### src/rtl/rlc_pkg.sv
`timescale 1ns / 1ps
// ----------------------------------------------------------------------------
// rlc_pkg
// types and blend arithmetic shared by the layer compositor
// ----------------------------------------------------------------------------
package rlc_pkg;

  localparam logic [7:0] ALPHA_FULL = 8'hFF;

  // red sits in the lowest byte
  typedef struct packed {
    logic [7:0] alpha;
    logic [7:0] blue;
    logic [7:0] green;
    logic [7:0] red;
  } pixel_t;

  typedef struct packed {
    logic   last_layer;
    logic   first_layer;
    logic   has_alpha;
    pixel_t src;
  } layer_t;

  // floor(x / 255) for x up to 255 * 255
  function automatic logic [7:0] div255(input logic [15:0] x);
    logic [16:0] t;
    t = {1'b0, x} + {9'd0, x[15:8]} + 17'd1;
    return t[15:8];
  endfunction

  // floor(src * a / 255) + floor(dst * (255 - a) / 255), saturated
  function automatic logic [7:0] blend_ch(input logic [7:0] src, input logic [7:0] dst,
                                          input logic [7:0] a);
    logic [15:0] ps;
    logic [15:0] pd;
    logic [8:0]  v;
    ps = {8'd0, src} * {8'd0, a};
    pd = {8'd0, dst} * {8'd0, 8'(ALPHA_FULL - a)};
    v  = {1'b0, div255(ps)} + {1'b0, div255(pd)};
    return v[8] ? ALPHA_FULL : v[7:0];
  endfunction

endpackage

### src/rtl/rlc_blend.sv
`timescale 1ns / 1ps
// ----------------------------------------------------------------------------
// rlc_blend
// next accumulator value for one layer pixel applied over the accumulator
// ----------------------------------------------------------------------------
module rlc_blend (
  input  rlc_pkg::layer_t lyr,
  input  rlc_pkg::pixel_t acc,
  output rlc_pkg::pixel_t acc_nxt
);

  rlc_pkg::pixel_t base;
  logic [8:0]      alpha_sum;

  always_comb begin
    base      = lyr.first_layer ? '0 : acc;
    alpha_sum = {1'b0, base.alpha} + {1'b0, lyr.src.alpha};
    acc_nxt   = base;
    if (!lyr.has_alpha) begin
      acc_nxt.red   = lyr.src.red;
      acc_nxt.green = lyr.src.green;
      acc_nxt.blue  = lyr.src.blue;
      acc_nxt.alpha = rlc_pkg::ALPHA_FULL;
    end else if (lyr.src.alpha != 8'd0) begin
      acc_nxt.red   = rlc_pkg::blend_ch(lyr.src.red, base.red, lyr.src.alpha);
      acc_nxt.green = rlc_pkg::blend_ch(lyr.src.green, base.green, lyr.src.alpha);
      acc_nxt.blue  = rlc_pkg::blend_ch(lyr.src.blue, base.blue, lyr.src.alpha);
      acc_nxt.alpha = alpha_sum[8] ? rlc_pkg::ALPHA_FULL : alpha_sum[7:0];
    end
  end

endmodule

### src/rtl/rgba_layer_compositor_unit.sv
`timescale 1ns / 1ps
// ----------------------------------------------------------------------------
// rgba_layer_compositor_unit
// alpha-over compositing of a run of layer pixels into one rgba8 pixel
// ----------------------------------------------------------------------------
//  channel | direction | carries
//  in_     | slave     | one layer pixel per request, tlast ends the pixel
//  out_    | master    | one composited pixel per last layer
//
//  one layer per cycle sustained unless a held result stalls the input; a
//  result is offered once its last layer moves from input to result register
//  the accumulator loads as layers advance, so layers may follow back to back
//  rst_n is synchronous and clears the accumulator and both valid flags
//  a last layer waits in the input register only while a result is held
// ----------------------------------------------------------------------------
module rgba_layer_compositor_unit (
  input  logic        clk,
  input  logic        rst_n,
  input  logic        in_tvalid,
  output logic        in_tready,
  input  logic [31:0] in_tdata,   // src_red, src_green, src_blue, src_alpha
  input  logic [1:0]  in_tuser,   // has_alpha, first_layer
  input  logic        in_tlast,   // last_layer
  output logic        out_tvalid,
  input  logic        out_tready,
  output logic [31:0] out_tdata   // out_red, out_green, out_blue, out_alpha
);

  logic            s1_valid_r;
  logic            s1_valid_nxt;
  rlc_pkg::layer_t s1_r;
  rlc_pkg::pixel_t acc_r;
  rlc_pkg::pixel_t acc_nxt;
  logic            out_valid_r;
  logic            out_valid_nxt;
  rlc_pkg::pixel_t out_r;
  logic            in_fire;
  logic            s1_adv;
  logic            out_load;

  assign s1_adv    = s1_valid_r && (!s1_r.last_layer || !out_valid_r || out_tready);
  assign in_tready = !s1_valid_r || s1_adv;
  assign in_fire   = in_tvalid && in_tready;
  assign out_load  = s1_adv && s1_r.last_layer;

  rlc_blend u_blend (
    .lyr     (s1_r),
    .acc     (acc_r),
    .acc_nxt (acc_nxt)
  );

  always_comb begin
    s1_valid_nxt = s1_valid_r;
    if (in_fire) begin
      s1_valid_nxt = 1'b1;
    end else if (s1_adv) begin
      s1_valid_nxt = 1'b0;
    end
    out_valid_nxt = out_valid_r;
    if (out_load) begin
      out_valid_nxt = 1'b1;
    end else if (out_tready) begin
      out_valid_nxt = 1'b0;
    end
  end

  always_ff @(posedge clk) begin
    if (!rst_n) begin
      s1_valid_r  <= 1'b0;
      out_valid_r <= 1'b0;
      acc_r       <= '0;
    end else begin
      s1_valid_r  <= s1_valid_nxt;
      out_valid_r <= out_valid_nxt;
      if (s1_adv) begin
        acc_r <= acc_nxt;
      end
    end
  end

  always_ff @(posedge clk) begin
    if (in_fire) begin
      s1_r.src         <= in_tdata;
      s1_r.has_alpha   <= in_tuser[0];
      s1_r.first_layer <= in_tuser[1];
      s1_r.last_layer  <= in_tlast;
    end
    if (out_load) begin
      out_r <= acc_nxt;
    end
  end

  assign out_tvalid = out_valid_r;
  assign out_tdata  = out_r;

endmodule

### config.mk
export PLATFORM = sky130hd
export DESIGN_NAME = rgba_layer_compositor_unit
export DESIGN_NICKNAME = d
export VERILOG_FILES = /design/src/rtl/rlc_pkg.sv /design/src/rtl/rlc_blend.sv /design/src/rtl/rgba_layer_compositor_unit.sv
export SDC_FILE = /design/constraint.sdc
export NUM_CORES = 1
export LEC_CHECK = 0
export BUFFER_PORTS_ARGS = -buffer_cell sky130_fd_sc_hd__buf_2
export CORE_MARGIN = 2
export CORE_UTILIZATION = 55
export CTS_BUF_LIST = sky130_fd_sc_hd__clkbuf_4 sky130_fd_sc_hd__clkbuf_8
export DETAILED_ROUTE_END_ITERATION = 12
export PLACE_DENSITY = 0.82
export SLEW_MARGIN = 5
export SYNTH_ARGS = -nofsm -noshare
export SYNTH_HDL_FRONTEND = slang
export SYNTH_SLANG_ARGS = --single-unit
### constraint.sdc
create_clock -name clk -period 14.76 [get_ports clk]
set_input_delay 2.214 -clock clk [delete_from_list [all_inputs] [get_ports clk]]
set_output_delay 2.214 -clock clk [all_outputs]
set_load 0.02 [all_outputs]
=== Word level (Yosys, flattened, before mapping) ===
Cells that the tools add are included.

* Add/sub/neg operators: 17
* Multipliers: 6
* Multiplexer cells: 11
* Reductions and logical operators: 12

{| class="wikitable"
|+ Operators with widths
! operator !! number
|-
| 16-bit by 1-bit adder with 16-bit output (second input constant) || 6
|-
| 16-bit by 8-bit adder with 16-bit output || 6
|-
| 8-bit by 8-bit multiplier with 16-bit output || 6
|-
| 32-bit two-way mux || 3
|-
| 8-bit by 8-bit adder with 9-bit output || 4
|-
| 8-bit two-way mux || 4
|-
| 8-bit nonzero test || 1
|-
| 8-bit subtractor (first input constant) || 1
|-
| 1-bit two-way mux || 4
|-
| 2-bit nonzero test || 2
|-
| 1-bit logical AND || 3
|-
| 1-bit logical NOT || 3
|-
| 1-bit logical OR || 3
|}

* Bits in registers: 101
* Bits of input ports: 39
* Output and inout bits: 34

=== Longest topological paths before layout ===
Gate-level depths: netlist of the first run.

* Depth in word-level cells: 8
* Depth in mapped cells: 39

=== Modules after synthesis ===
A second synthesis of the first run with hierarchy kept.

* Cell total of the unflattened synthesis: 2360
* Area, all modules: 20184.4 sq um

{| class="wikitable"
|+ By module, submodules not included
! module !! times used !! cells each !! area each (sq um) !! seq. area each (sq um)
|-
| rlc_blend || 1 || 2143 || 16741.1 || 0.0
|-
| rgba_layer_compositor_unit || 1 || 217 || 3443.3 || 2692.6
|}

=== Worst setup path after synthesis of the first run ===
Ideal clock, no wire load.

* Path type: register to register
* Start: register s1_r[33] in the netlist's numbering
* End: register acc_r[1] in the netlist's numbering
* Library setup time: 0.116 ns
* Data arrival time: 8.873 ns
* Setup slack: 5.771 ns
* Stages on the path, launching flop included: 39
* Buffers on the path: 2
* Cells stage by stage: edfxtp_1 clkbuf_1 nand2b_1 clkbuf_1 or2_2 fa_1 fa_1 inv_1 fa_1 inv_1 fa_1 inv_1 ha_1 o21a_1 a21o_1 a311o_1 a21oi_1 xnor2_1 [3 not listed] nor4_1 mux2i_1 a31oi_1 or2_1 maj3_1 a21oi_1 xor2_1 ha_1 fa_1 a21o_1 a21oi_1 o21bai_1 a21oi_1 o21bai_1 a211oi_1 a22oi_1 mux2_2 o211a_1

{| class="wikitable"
|+ RTL lines
! element !! line !! RTL
|-
| start: declaration || rgba_layer_compositor_unit.sv:31 || <nowiki>rlc_pkg::layer_t s1_r;</nowiki>
|-
| end signal: assignment || rgba_layer_compositor_unit.sv:76 || <nowiki>acc_r <= acc_nxt;</nowiki>
|-
| end: declaration || rgba_layer_compositor_unit.sv:32 || <nowiki>rlc_pkg::pixel_t acc_r;</nowiki>
|}

==> summary.md, run 1 <==
| Metric | Value |
|---|---|
| Async S/R FF share, synth | `0%` |
| Antenna-violating nets left | `0` |
| # Post-CTS Setup Buffers | `0` |
| Total Power | `3.08 mW` |
| Setup_tns | `0 ns` |
| Die span in y | `194 um` |
| # diodes | `0` |
| Final period util | `69.3%` |
| EDFF count, synth | `67` |
| H-Tree Depth | `3` |
| Main synth FF type | `edfxtp_1` |
| Total grt overflow | `0` |
| Root Buffer | `clkbuf_8` |
| CP Class | `flip-flop to flip-flop` |
| CTS tree | `done` |
| IO Port Bufs | `just over 70` |
| CTS Buf Count | `9` |
| Clock sinks | `101` |
| Status | `finished with violations` |
| Share of layout cells above drive strength 1 | `roughly 7.3%` |
| Worst setup EP type | `flip-flop` |
| Net Count, Synth | `2,832` |
| Final nets | `2,835` |
| Most used cell, CP | `fa_1` |
| GRT Total Usage | `roughly a quarter` |
| Startpoint Class | `flip-flop` |
| Clock skew | `a little under 0.03 ns` |
| Initial antenna violation count | `0` |
| PD cells | `148 nW/um2` |
| Failing checks | `DRC` |
| Drt total wl | `roughly 50 mm` |
| DR vias/cell | `5.89` |
| TritonRoute pass-1 iters | `10` |
| Placement Rows | `69` |
| Post-Syn Instances | `~2,300` |
| Largest net degree at the start of global routing | `52` |
| Netlist Area Pre-Place | `19,900 um2` |
| Die width | `approximately 190 um` |
| Worst path arrival time | `10.55 ns` |
| Final HPWL from detailed placement | `37.9 mm` |
| # setup viols final | `0` |
| Hold depth | `2` |
| Leak pwr | `10.8 nW` |
| Resized cells post-CTS | `0` |
| Final min period | `10.23 ns` |
| Syn. warnings | `0` |
| VDD IR-drop max | `0.0000907 V` |
| Mapped Avg Cell Area | `approximately 8.7 um2` |
| IO Count | `73` |
| Final Hold Fails | `0` |
| WP data required | `between 15 and 20 ns` |
| Dpl ws | `4.73 ns` |
| Slowest cell on crit path | `edfxtp_1` |
| Vias in the first global route | `17,000` |
| Initial DRC Count | `1,006` |
| Count of cell types in the netlist | `88` |
| #FFs+latches synth | `between 100 and 150` |
| RSZ-0062 raised after global routing | `no` |
| Area Growth Syn to Fin | `4.40%` |
| Max FO, Critical Path | `33` |
| GPL Wtd Cong | `a little over 0.9` |
| # hold bufs at CTS | `0` |
| Sequential share of the synthesized area | `a little over an eighth` |
| Clock-pin slew on the worst setup and hold paths | `0.11 ns` |
| # DRC | `9` |
| Clock Latency Late Sink | `0.42 ns` |
| First-pass GRT wire length | `82.1 mm` |
| Max incr delay on CP | `around 0.80 ns` |
| Avg WL per Cell | `17.7 um` |
| Placed Area | `20,600 um2` |
| Slew @ Worst Pin | `1.10 ns` |
| Final worst slack | `4.53 ns` |
| Rel. slew slack | `26.6%` |
| Initial Util | `a little under three fifths` |
| Fin area | `20,800 um2` |
| Worst reg2reg path depth | `36` |
| Worst Hold Class | `flip-flop to flip-flop` |
| Core region area | `35,700 um2` |
| Max-cap violations | `0` |
| Routed vias | `16,300` |
| Max-slew violations | `0` |
| Clock Tree Buf Depth | `2` |
| Max frequency | `0.0977 GHz` |
| Die area | `37,800 um2` |
-- placed cells by master, fill, tap and decap left out, types with 34 or more instances in the layout --
cell and instances:
dfxtp_1 34, xnor2_1 79, nor2_1 229, fa_1 220, a21oi_1 80, o21ai_0 65
inv_1 343, a21o_1 40, xor2_1 48, nand2_1 131, buf_2 72, and2_1 153
edfxtp_1 67, ha_1 284, nand2b_1 41
-- sequential cells by signal, indices dropped and copies added, names as in the netlist --
| signal | cells |
|---|---|
| out_tdata | 32 |
| acc_r | 32 |
| s1_r | 35 |
| s1_valid_r | 1 |
| out_tvalid | 1 |
-- report_power, final --
group | internal, mW | leakage (nW) | switching (mW)
clock | 0.0666 | 0.0932 | 0.114
sequential | 0.368 | 0.913 | 0.0334
combinational | 1.05 | 9.81 | 1.45
-- layer usage --
metal  share of wire [%]  vias up  global-route usage, %
met5                   0        -                      0
met2                  49      645                   46.6
met4                 4.7        0                   12.4
li1                    -     7559                      -
met1                  40     7899                   32.3
met3                 6.7      149                   3.35
-- critical path: cells and delay by family (launching register included) --
family	cells	cell delay, ns
AOI/OAI and AO/OA	15	3.45
xor gates and xnor gates	2	0.42
adders and majority gates	9	3.53
buffers and inverters	3	0.14
DFF	1	0.80
muxes	2	0.45
and+or+nand+nor	5	1.38
-- path summary, 6_finish.rpt --
path	from	endpoint	slack, ns
setup / recovery	s1_r[33]	acc_r[1]	4.53
hold / removal	acc_r[19]	acc_r[19]	0.47
setup reg to reg	s1_r[33]	acc_r[1]	4.53
hold reg to reg	acc_r[19]	acc_r[19]	0.47
-- area by class of cell --
type                            instances  area (um2)
Clock buffer                           10         131
Clock inverter                          6        53.8
Fill cell                            2966       14800
Inverter                              343        1290
Multi-Input combinational cell       1754       15600
Sequential cell                       101        2690
Tap cell                              461         577
Timing Repair Buffer                   83         443
-- cell usage after synthesis (all sizes together), types with 40 or more instances --
cell    count  share of area, %
inv       343               6.5
a21oi      81               2.1
clkbuf     85               1.6
o21ai      69               1.7
nor2      229               4.3
fa        220                22
nand2b     41               1.3
ha        284                18
nand2     131               2.5
a21o       40               1.5
xor2       50               2.3
and2      153               4.8
edfxtp     67                10
xnor2      80               3.6
-- stage by stage --
stage / utilization [%] / std cells / hold WS, ns
4_1_cts: 58.4 / 2758 / 0.466
3_5_place_dp: 57.9 / 2742 / 0.453
6_report: 58.4 / 2758 / 0.468
5_1_grt: 58.4 / 2758 / 0.488
3_3_place_gp: 57.9 / 2742 / 0.445
2_1_floorplan: - / 2289 / 0.437
-- cells by family after synthesis --
family | count (synthesis) | share of synthesized area (%)
AO/OA/AOI/OAI | 378 | 13.2
XOR/XNOR | 132 | 6.11
adder cells (fa/ha/maj) | 507 | 40.0
buffers and inverters | 434 | 8.18
flip-flops | 101 | 13.5
multiplexers | 11 | 0.615
AND/OR/NAND/NOR | 726 | 18.3
Note: power is estimated with default switching activity, not from simulation.
==> run 2: changes to the inputs <==
--- a/config.mk
+++ b/config.mk
@@ -5,6 +5,7 @@
 export SDC_FILE = /design/constraint.sdc
 export NUM_CORES = 1
 export LEC_CHECK = 0
+export ABC_AREA = 1
 export BUFFER_PORTS_ARGS = -buffer_cell sky130_fd_sc_hd__buf_2
 export CORE_MARGIN = 2
 export CORE_UTILIZATION = 55
==> constraint.sdc (replaced) <==
create_clock -name clk -period 10.05 [get_ports clk]
set_input_delay 1.5075 -clock clk [delete_from_list [all_inputs] [get_ports clk]]
set_output_delay 1.5075 -clock clk [all_outputs]
set_load 0.02 [all_outputs]
==> run 2 against run 1 <==
The run now ends clean. Power rose by 63%. Non-clock buffer count rose by 5. Via count rose by 23%. First-iteration DRC count rose by 60%. Critical path depth fell by 5. Wire length rose by 12%. Register-to-register slack got worse by 2.8 ns. Clock power rose by 52%. Sequential cell count did not move. Sequential power rose by 40%. Combinational power rose by 68%. Largest cell class unchanged.
==> summary.md, run 2 <==
| Metric | Value |
|---|---|
| Resized cells post-CTS | `0 (unchanged)` |
| Worst Hold Class | `flip-flop to flip-flop` |
| # setup viols final | `0 (unchanged)` |
| IO Count | `73 (unchanged)` |
| Final HPWL from detailed placement | `44.3 mm (+17%)` |
| Root Buffer | `clkbuf_8` |
| Setup_tns | `0 ns (unchanged)` |
| IO Port Bufs | `72 (unchanged)` |
| Net Count, Synth | `3,792 (+34%)` |
| Core region area | `39,800 um2 (+12%)` |
| Slew @ Worst Pin | `1.13 ns (+0.0281 ns)` |
| EDFF count, synth | `67 (unchanged)` |
| Count of cell types in the netlist | `45 (-49%)` |
| Die span in y | `205 um (+5.4%)` |
| Vias in the first global route | `19,900 (+17%)` |
| Avg WL per Cell | `14.5 um (-18%)` |
| Clock sinks | `101 (unchanged)` |
| Switching Fraction | `57.8% (+5.8 points)` |
| Final Hold Fails | `0 (unchanged)` |
| RSZ-0062 raised after global routing | `no` |
| WP data required | `10.36 ns (-4.71 ns)` |
| Net switching power | `2.90 mW (+81%)` |
| Final period util | `82.8% (+13 points)` |
| Die area | `42,000 um2 (+11%)` |
| Placement Rows | `73 (+5.8%)` |
| Largest net degree at the start of global routing | `51 (-1.9%)` |
| Rel. slew slack | `24.9% (-1.8 points)` |
| CTS Buf Count | `9 (unchanged)` |
| Die width | `205 um (+5.4%)` |
| First-pass GRT wire length | `92.4 mm (+13%)` |
| Most frequent cells in the layout | `785 x nand2_1, 779 x inv_1, 307 x nor2_1` |
| # Post-CTS Setup Buffers | `0 (unchanged)` |
| Slowest cell on crit path | `edfxtp_1` |
| #FFs+latches synth | `101 (unchanged)` |
| GPL Wtd Cong | `0.943 (+2.6%)` |
| Top-count cell post-synth | `nand2_1` |
| Netlist Area Pre-Place | `22,200 um2 (+11%)` |
| Total grt overflow | `0 (unchanged)` |
| DR vias/cell | `5.27 (-11%)` |
| Max incr delay on CP | `1.09 ns (+0.29 ns)` |
| PD cells | `217 nW/um2 (+46%)` |
| Initial Util | `55.7% (-0.19 points)` |
| Share of layout cells above drive strength 1 | `5.92% (-1.4 points)` |
| Max-cap violations | `0 (unchanged)` |
| Post-Syn Instances | `3,249 (+42%)` |
| Mapped Avg Cell Area | `6.83 um2 (-22%)` |
| # hold bufs at CTS | `0 (unchanged)` |
| Status | `completed` |
| Final Util | `58.2% (-0.20 points)` |
| Internal power | `2.12 mW (+43%)` |
| Syn. warnings | `0 (unchanged)` |
| CP Class | `flip-flop to flip-flop` |
| Async S/R FF share, synth | `0% (unchanged)` |
| Gate power share | `83.3% (+2.2 points)` |
| Final min period | `8.32 ns (-1.92 ns)` |
| TritonRoute pass-1 iters | `6 (-4)` |
| Clock Latency Late Sink | `0.42 ns (about the same)` |
| Main synth FF type | `edfxtp_1` |
| Clock skew | `0.0255 ns (-0.00334 ns)` |
| Initial antenna violation count | `0 (unchanged)` |
| # DRC | `0 (-9)` |
| Commonest non-fill, non-tap cell in the layout | `nand2_1` |
| Max frequency | `0.120 GHz (+23%)` |
| Max reg flops | `35 (unchanged)` |
| Synth top area share | `19.8% (-2.2 points)` |
| GRT Total Usage | `27.2% (+0.71 points)` |
| VDD IR-drop max | `0.000425 V (+370%)` |
| Routed vias | `20,000 (+23%)` |
| Max-slew violations | `0 (unchanged)` |
| H-Tree Depth | `3 (unchanged)` |
| Antenna-violating nets left | `0 (unchanged)` |
| Total Power | `5.02 mW (+63%)` |
| Initial DRC Count | `1,607 (+60%)` |
| Drt total wl | `54.7 mm (+12%)` |
| # diodes | `0 (unchanged)` |
| Startpoint Class | `flip-flop` |
| Sequential share of power | `11.2% (-1.8 points)` |
| Max FO, Critical Path | `32 (-3.0%)` |
| CTS tree | `done` |
| Largest Register | `s1_r` |
| Sequential share of the synthesized area | `12.1% (-1.4 points)` |
| Clock-pin slew on the worst setup and hold paths | `0.11 ns (about the same)` |
| Leak pwr | `14.2 nW (+31%)` |
| Worst setup EP type | `flip-flop` |
| Worst path arrival time | `8.63 ns (-1.92 ns)` |
| Final nets | `3,800 (+34%)` |
| Top post-synthesis cells by area | `fa_1 20%, ha_1 16%, nand2_1 13%` |
| Synth top cells by count | `785 x nand2_1, 779 x inv_1, 307 x nor2_1` |
| Clock Tree Buf Depth | `2 (unchanged)` |
| Clock Power Share | `5.5% (-0.4 points)` |
| Area Growth Syn to Fin | `4.41% (about the same)` |
| Leading area contributor after synthesis | `fa_1` |
[run 2: changes by cell type after synthesis, moves of 38 or more]
cell,delta
nand2_1,+654
inv_1,+436
nand3_1,+151
and2_1,-149
nor2_1,+78
xnor2_1,-64
a21oi_1,+61
nand2b_1,-40
a21o_1,-38
[run 2: metal layers]
layer	up-vias	track usage, %	routed length, um
met5	-	0	0
met4	0	9.58	1640
met3	126	4.41	4280
met2	687	47.2	26100
met1	9249	34.2	22700
li1	9892	-	-
[run 2: final cells by class]
class / instances / area [um2]
fillers: 3740 / 16600
multi-input cells: 2263 / 16200
inverters: 794 / 2980
flip-flops and latches: 101 / 2690
well taps: 525 / 657
repair buffers: 88 / 480
clock buffers: 10 / 131
clock inverters: 6 / 55.1
[run 2: critical path, delay by kind of cell, from the launching register on]
kind / cells / cell delay (ns)
fa+ha+maj: 8 / 3.30
compound gates: 6 / 1.24
xor+xnor: 3 / 0.72
simple gates: 9 / 1.28
flops: 1 / 1.09
buf+inv: 5 / 0.57
[run 2: path summary, 6_finish.rpt]
path,cells past startpoint,end,start,slack (ns)
worst max-delay path,31,acc_r[4],s1_r[33],1.73
worst min-delay path,4,acc_r[21],acc_r[21],0.55
worst max register to register,31,acc_r[4],s1_r[33],1.73
worst min register to register,4,acc_r[21],acc_r[21],0.55
[run 2: metrics by stage]
stage	cell area [um2]	setup slack, ns	hold slack, ns	std cells
finish	23200	1.73	0.549	3787
global route	23200	1.18	0.582	3787
CTS	23200	1.83	0.551	3787
detailed placement	23000	1.88	0.533	3771
global placement	23000	1.94	0.524	3771
floorplan	22200	2.94	0.514	3249
[run 2: cell families after synthesis]
logic type / synth area share [%]
AO/OA/AOI/OAI: 6.98
flip-flops: 12.1
XOR/XNOR: 3.61
adder cells (fa/ha/maj): 35.8
AND/OR/NAND/NOR: 26.4
buffers and inverters: 15.0
[run 2: power by group through the flow]
stage | clock [mW] | combinational (mW) | sequential, mW
6_report | 0.275 | 4.19 | 0.562
5_1_grt | 0.288 | 4.78 | 0.565
4_1_cts | 0.275 | 4.16 | 0.560
3_5_place_dp | 0 | 4.12 | 0.569
3_3_place_gp | 0 | 4.08 | 0.569
2_1_floorplan | 0 | 3.18 | 0.563
